--- src/sv/cfbp_pkg.sv ---
// Package for the cube face bounds projector: item kinds, faces, widths, the item and
// result types and the sequencer state type. No dependencies.
`timescale 1ns / 1ps
package cfbp_pkg;
	localparam int unsigned MaxVertsDefault = 64;
	localparam int unsigned CoordW = 32;
	localparam int unsigned SumW = 40;
	localparam int unsigned BoundW = 16;
	localparam int unsigned QuotW = 48;

	typedef enum logic [1:0] {
		KIND_VERTEX = 2'd0,
		KIND_CLEAR  = 2'd1,
		KIND_READ   = 2'd2,
		KIND_NONE   = 2'd3
	} kind_t;

	localparam logic [2:0] FACE_PX = 3'd0;
	localparam logic [2:0] FACE_NX = 3'd1;
	localparam logic [2:0] FACE_PY = 3'd2;
	localparam logic [2:0] FACE_NY = 3'd3;
	localparam logic [2:0] FACE_PZ = 3'd4;
	localparam logic [2:0] FACE_NZ = 3'd5;

	localparam logic signed [BoundW-1:0] BoundMax = 16'sd32767;
	localparam logic signed [BoundW-1:0] BoundMin = -16'sd32768;

	// One input item and one result item as they cross the channels.
	typedef struct packed {
		kind_t                    kind;
		logic signed [CoordW-1:0] x_coord;
		logic signed [CoordW-1:0] y_coord;
		logic signed [CoordW-1:0] z_coord;
		logic                     last_vertex;
		logic [2:0]               face_select;
	} poly_item_t;

	typedef struct packed {
		logic [2:0]               face;
		logic signed [BoundW-1:0] s_min;
		logic signed [BoundW-1:0] t_min;
		logic signed [BoundW-1:0] s_max;
		logic signed [BoundW-1:0] t_max;
		logic                     overflow;
	} bounds_t;

	typedef enum logic [2:0] {
		ST_IDLE,
		ST_FETCH,
		ST_ISSUE,
		ST_DIV_S,
		ST_DIV_T,
		ST_UPDATE,
		ST_OUT
	} state_t;

	// Divider request and answer between the sequencer and the divider.
	typedef struct packed {
		logic                     start;
		logic signed [CoordW:0]   num;
		logic signed [CoordW:0]   den;
	} div_req_t;

	typedef struct packed {
		logic                     done;
		logic signed [BoundW-1:0] ratio;
	} div_rsp_t;
endpackage

--- src/sv/cfbp_div.sv ---
// Shared restoring divider, one quotient bit a cycle, giving num*16384/den in Q1.14
// with truncation toward zero and saturation. Depends on cfbp_pkg.
`timescale 1ns / 1ps
module cfbp_div
	import cfbp_pkg::*;
(
	input  logic     clk,
	input  logic     arst_n,
	input  div_req_t req,
	output div_rsp_t rsp
);
	localparam int unsigned MagW = CoordW + 15;
	localparam int unsigned CntW = $clog2(QuotW + 1);

	logic [MagW-1:0]  num_mag_q;
	logic [CoordW:0]  den_mag_q;
	logic [MagW:0]    rem_q;
	logic [QuotW-1:0] quo_q;
	logic [CntW-1:0]  cnt_q;
	logic             busy_q;
	logic             neg_q;
	logic             zero_q;
	logic [1:0]       zsign_q;
	logic             done_q;

	logic [MagW:0]    rem_sh;
	logic [MagW:0]    rem_sub;
	logic             take;
	logic [CoordW:0]  num_abs;
	logic [CoordW:0]  den_abs;
	logic signed [BoundW-1:0] ratio;

	assign num_abs = req.num[CoordW] ? -req.num : req.num;
	assign den_abs = req.den[CoordW] ? -req.den : req.den;
	assign rem_sh  = {rem_q[MagW-1:0], num_mag_q[MagW-1]};
	assign rem_sub = rem_sh - {{(MagW - CoordW){1'b0}}, den_mag_q};
	assign take    = !rem_sub[MagW];

	always_ff @(posedge clk or negedge arst_n) begin
		if (!arst_n) begin
			busy_q <= 1'b0;
			done_q <= 1'b0;
			cnt_q  <= '0;
		end else begin
			done_q <= 1'b0;
			if (req.start) begin
				busy_q <= 1'b1;
				cnt_q  <= CntW'(MagW);
			end else if (busy_q) begin
				cnt_q <= cnt_q - 1'b1;
				if (cnt_q == CntW'(1)) begin
					busy_q <= 1'b0;
					done_q <= 1'b1;
				end
			end
		end
	end

	always_ff @(posedge clk) begin
		if (req.start) begin
			num_mag_q <= {num_abs[CoordW-1:0], 14'd0, 1'b0} >> 1 | {num_abs, 14'd0};
			den_mag_q <= den_abs;
			rem_q     <= '0;
			quo_q     <= '0;
			neg_q     <= req.num[CoordW] ^ req.den[CoordW];
			zero_q    <= (req.den == '0);
			zsign_q   <= {req.num[CoordW], req.num != '0};
		end else if (busy_q) begin
			rem_q     <= take ? rem_sub : rem_sh;
			quo_q     <= {quo_q[QuotW-2:0], take};
			num_mag_q <= {num_mag_q[MagW-2:0], 1'b0};
		end
	end

	always_comb begin
		if (zero_q) begin
			if (!zsign_q[0])     ratio = '0;
			else if (zsign_q[1]) ratio = BoundMin;
			else                 ratio = BoundMax;
		end else if (neg_q) begin
			ratio = (quo_q > QuotW'(32768)) ? BoundMin : BoundW'(-quo_q);
		end else begin
			ratio = (quo_q > QuotW'(32767)) ? BoundMax : BoundW'(quo_q);
		end
	end

	assign rsp = '{done: done_q, ratio: ratio};
endmodule

--- config.mk ---
export PLATFORM = sky130hd
export DESIGN_NAME = cfbp_div
export DESIGN_NICKNAME = d
export VERILOG_FILES = /design/src/sv/cfbp_pkg.sv /design/src/sv/cfbp_div.sv
export SDC_FILE = /design/constraint.sdc
export NUM_CORES = 1
export LEC_CHECK = 0
export ABC_AREA = 0
export BUFFER_PORTS_ARGS = -buffer_cell sky130_fd_sc_hd__clkbuf_2
export CAP_MARGIN = 0
export CORE_UTILIZATION = 50
export CTS_CLUSTER_DIAMETER = 60
export DETAILED_ROUTE_END_ITERATION = 10
export PLACE_DENSITY = 0.69
export SLEW_MARGIN = 20
export SYNTH_ARGS = -nofsm -noshare
export SYNTH_HDL_FRONTEND = slang
export SYNTH_SLANG_ARGS = --single-unit
--- constraint.sdc ---
create_clock -name clk -period 8.9 [get_ports clk]
set_input_delay 1.78 -clock clk [delete_from_list [all_inputs] [get_ports clk]]
set_output_delay 1.78 -clock clk [all_outputs]
set_load 0.005 [all_outputs]
==> flow_summary.json <==
{
  "maxCapViolations": 0,
  "cp-end-kind": "output port",
  "gp_congestion": 0.870,
  "final.setup.tns_ns": 0,
  "die_x_um": 150,
  "fin_crit_sh": 0.608,
  "crit_family": "simple AND/OR/NAND/NOR gates",
  "fillCellCount": 1931,
  "syn_area_um2": 11000,
  "synth_commonest_cells": "nor2_1, nand2_1, dfxtp_1",
  "vias": 8843,
  "synth-seq-cells": 173,
  "areaGrowthSynthToFinish_pct": 9.97,
  "min_path_type": "register to register",
  "port_buffers": 85,
  "synth.avg_cell_area_um2": 8.95,
  "status": "finished clean",
  "syn_inst": 1226,
  "layout.nets": 1378,
  "syn_nets": 1335,
  "cts_root_buf": "clkbuf_16",
  "cts_made_buffers": 17,
  "synthSimpleGateAreaFrac": 0.196,
  "diodes": 0,
  "cp_num_buf_inv": 2,
  "synthMuxAreaShare": 0.0484,
  "regArea_um2": 4210,
  "clockBufferDepth": 2,
  "ctsResizeCount": 0,
  "ys_types": 72,
  "synth_most_common_cell": "nor2_1",
  "slew_viol_final": 0,
  "die_h_um": 150,
  "worstPathCellList": "inv_1 -> ha_1 -> nor3b_2 -> nand4_1 -> or3_1 -> o41ai_2 -> nand3_1 -> a311oi_1 -> a211oi_1 -> o21ai_0 -> clkbuf_2",
  "crit_slowest_cell": "o41ai_2",
  "clk_latency_ns": 0.43,
  "antenna_found_initial": 0,
  "synth.largest_area_cell": "edfxtp_1",
  "grt_usage": 0.218,
  "grt_max_degree": 88,
  "grt_pass1_vias": 8185,
  "cts_setup_buffers": 0,
  "power_density_nw_per_um2": 272,
  "hpwl_um": 16400,
  "netlist.area_leader.share": 0.191,
  "stdcell_count": 1557,
  "initial_core_util": 0.516,
  "report.power.total_mw": 3.28,
  "synthAdderAreaFrac": 0.0463,
  "overflow": 0,
  "wire_per_inst_um": 15.1,
  "crit_required_ns": 7.12,
  "cp_max_fo": 12,
  "max_freq_mhz": 185,
  "max_stage_delay_ns": 0.46,
  "yosys.area_share.xor_xnor": 0.0838,
  "cts_max_level": 4,
  "ios": 86,
  "fin_skew_ns": 0.0117,
  "drt-total-wl_um": 23600,
  "clock_sinks": 173,
  "layout-drive-gt1-share": 0.136,
  "ir_drop_mv": 0.140,
  "p_leak_nw": 5.11,
  "synth-edff-count": 70,
  "dp_slack_ns": 3.99,
  "crit_arrival_ns": 3.63,
  "ys_warn_count": 0,
  "dr.pass1.iters": 5,
  "rsz0062_at_grt": "false",
  "cts_hold_buf": 0,
  "relSlewSlack": 0.355,
  "ant_nets": 0,
  "period_needed_ns": 5.41,
  "setup_viol": 0,
  "cp-start-kind": "register",
  "multiInputGateArea_um2": 6250,
  "core_um2": 21300,
  "worst_pin_slew_ns": 0.967,
  "vias_per_cell": 5.68,
  "yosysSeqAreaShare": 0.383,
  "fp.dieArea_um2": 22500,
  "async_reset_ff_frac": 0.0462,
  "grt_pass1_wl_um": 39700,
  "synthTopCellsByArea": "edfxtp_1, dfxtp_1, nor2_1",
  "num_rows": 53,
  "drc": 0,
  "placed_cells": 1525,
  "synth_top_family_by_area": "simple AND/OR/NAND/NOR gates",
  "clk_pin_slew_ns": 0.07,
  "finalHoldViolCount": 0,
  "tritoncts": "built",
  "first_iter_violations": 594,
  "synth_flop_cell": "dfxtp_1",
  "synth-compound-area-share": 0.195,
  "fin_ws_ns": 3.49,
  "crit_type": "register to output port"
}
==> per-stage QoR <==
stage               hold WS (ns)  instance area (um2)  utilization
finish                     0.509                12100        0.567
global route               0.535                12100        0.567
CTS                        0.511                12100        0.567
detailed placement         0.490                11500        0.540
global placement           0.479                11500        0.540
floorplan                  0.461                11000            -
==> registers in the layout, summed over array words and instances, names as in the netlist <==
signal and flops:
quo_q 48, busy_q 1, num_mag_q 33, rem_q 47, zsign_q 2, zero_q 1, neg_q 1, den_mag_q 33
cnt_q 6, done_q 1
==> layout by cell type (no fill, tap or decap), types with 6 or more instances in the layout <==
cell,instances
a211oi_1,28
a21boi_0,6
a21o_1,12
a21oi_1,75
a311oi_2,22
a31oi_1,9
and2_1,6
and3_1,6
buf_4,7
clkbuf_16,18
clkbuf_2,84
dfrtp_1,7
dfxtp_1,95
edfxtp_1,70
ha_1,39
inv_1,56
mux2i_1,52
nand2_1,111
nand2b_1,12
nand3_1,19
nand4_1,15
nor2_1,167
nor3_1,21
nor3b_1,9
nor4_1,21
o21ai_0,60
o21ai_1,9
o21bai_1,6
o31ai_1,22
o41ai_1,6
or3_1,13
or4_1,9
xnor2_1,58
xor2_1,47
==> worst min-delay path, delay by kind of cell, from the launching register on <==
family           cells  cell delay (ns)
AO/OA/AOI/OAI        1             0.05
AND/OR/NAND/NOR      1             0.09
flip-flops           1             0.32
==> power breakdown <==
part / switching (mW) / total [mW] / internal [mW]
Clock: 0.332 / 0.728 / 0.396
Combinational: 0.838 / 1.48 / 0.644
Sequential: 0.108 / 1.07 / 0.963
Total: 1.28 / 3.28 / 2.00
==> per-layer routing <==
| metal | share of wire | track usage | up-vias | wire (um) |
|---|---|---|---|---|
| li1 | - | - | 4528 | - |
| met1 | 0.51 | 0.317 | 4102 | 12000 |
| met2 | 0.44 | 0.333 | 194 | 10300 |
| met3 | 0.040 | 0.0342 | 19 | 935 |
| met4 | 0.014 | 0.0616 | 0 | 330 |
| met5 | 0 | 0 | - | 0 |
==> final cells by class <==
class | count | share of cell area
inverter | 56 | 0.0174
clock inverter | 12 | 0.00777
sequential | 173 | 0.349
tap | 275 | 0.0285
multi-input combinational | 929 | 0.518
timing repair buffer | 92 | 0.0401
clock buffer | 20 | 0.0396
==> final timing paths <==
check / startpoint / endpoint / slack, ns / cells past startpoint
setup / recovery: quo_q[0] / rsp[8] / 3.49 / 11
setup reg to reg: num_mag_q[46] / rem_q[46] / 5.19 / 13
min in group asynchronous: arst_n / busy_q / 1.19 / 1
hold / removal: rem_q[25] / rem_q[25] / 0.51 / 2
hold reg to reg: rem_q[25] / rem_q[25] / 0.51 / 2
max in group asynchronous: arst_n / busy_q / 7.50 / 1
==> kinds of logic (layout without fill, tap and decap cells) <==
logic type | Yosys count | after routing
muxes | 53 | 53
xor gates and xnor gates | 105 | 105
and+or+nand+nor | 436 | 436
AOI/OAI and AO/OA | 295 | 295
buffers and inverters | 124 | 180
adders and majority gates | 40 | 40
DFF | 173 | 173
(Power assumes the default switching activity.)
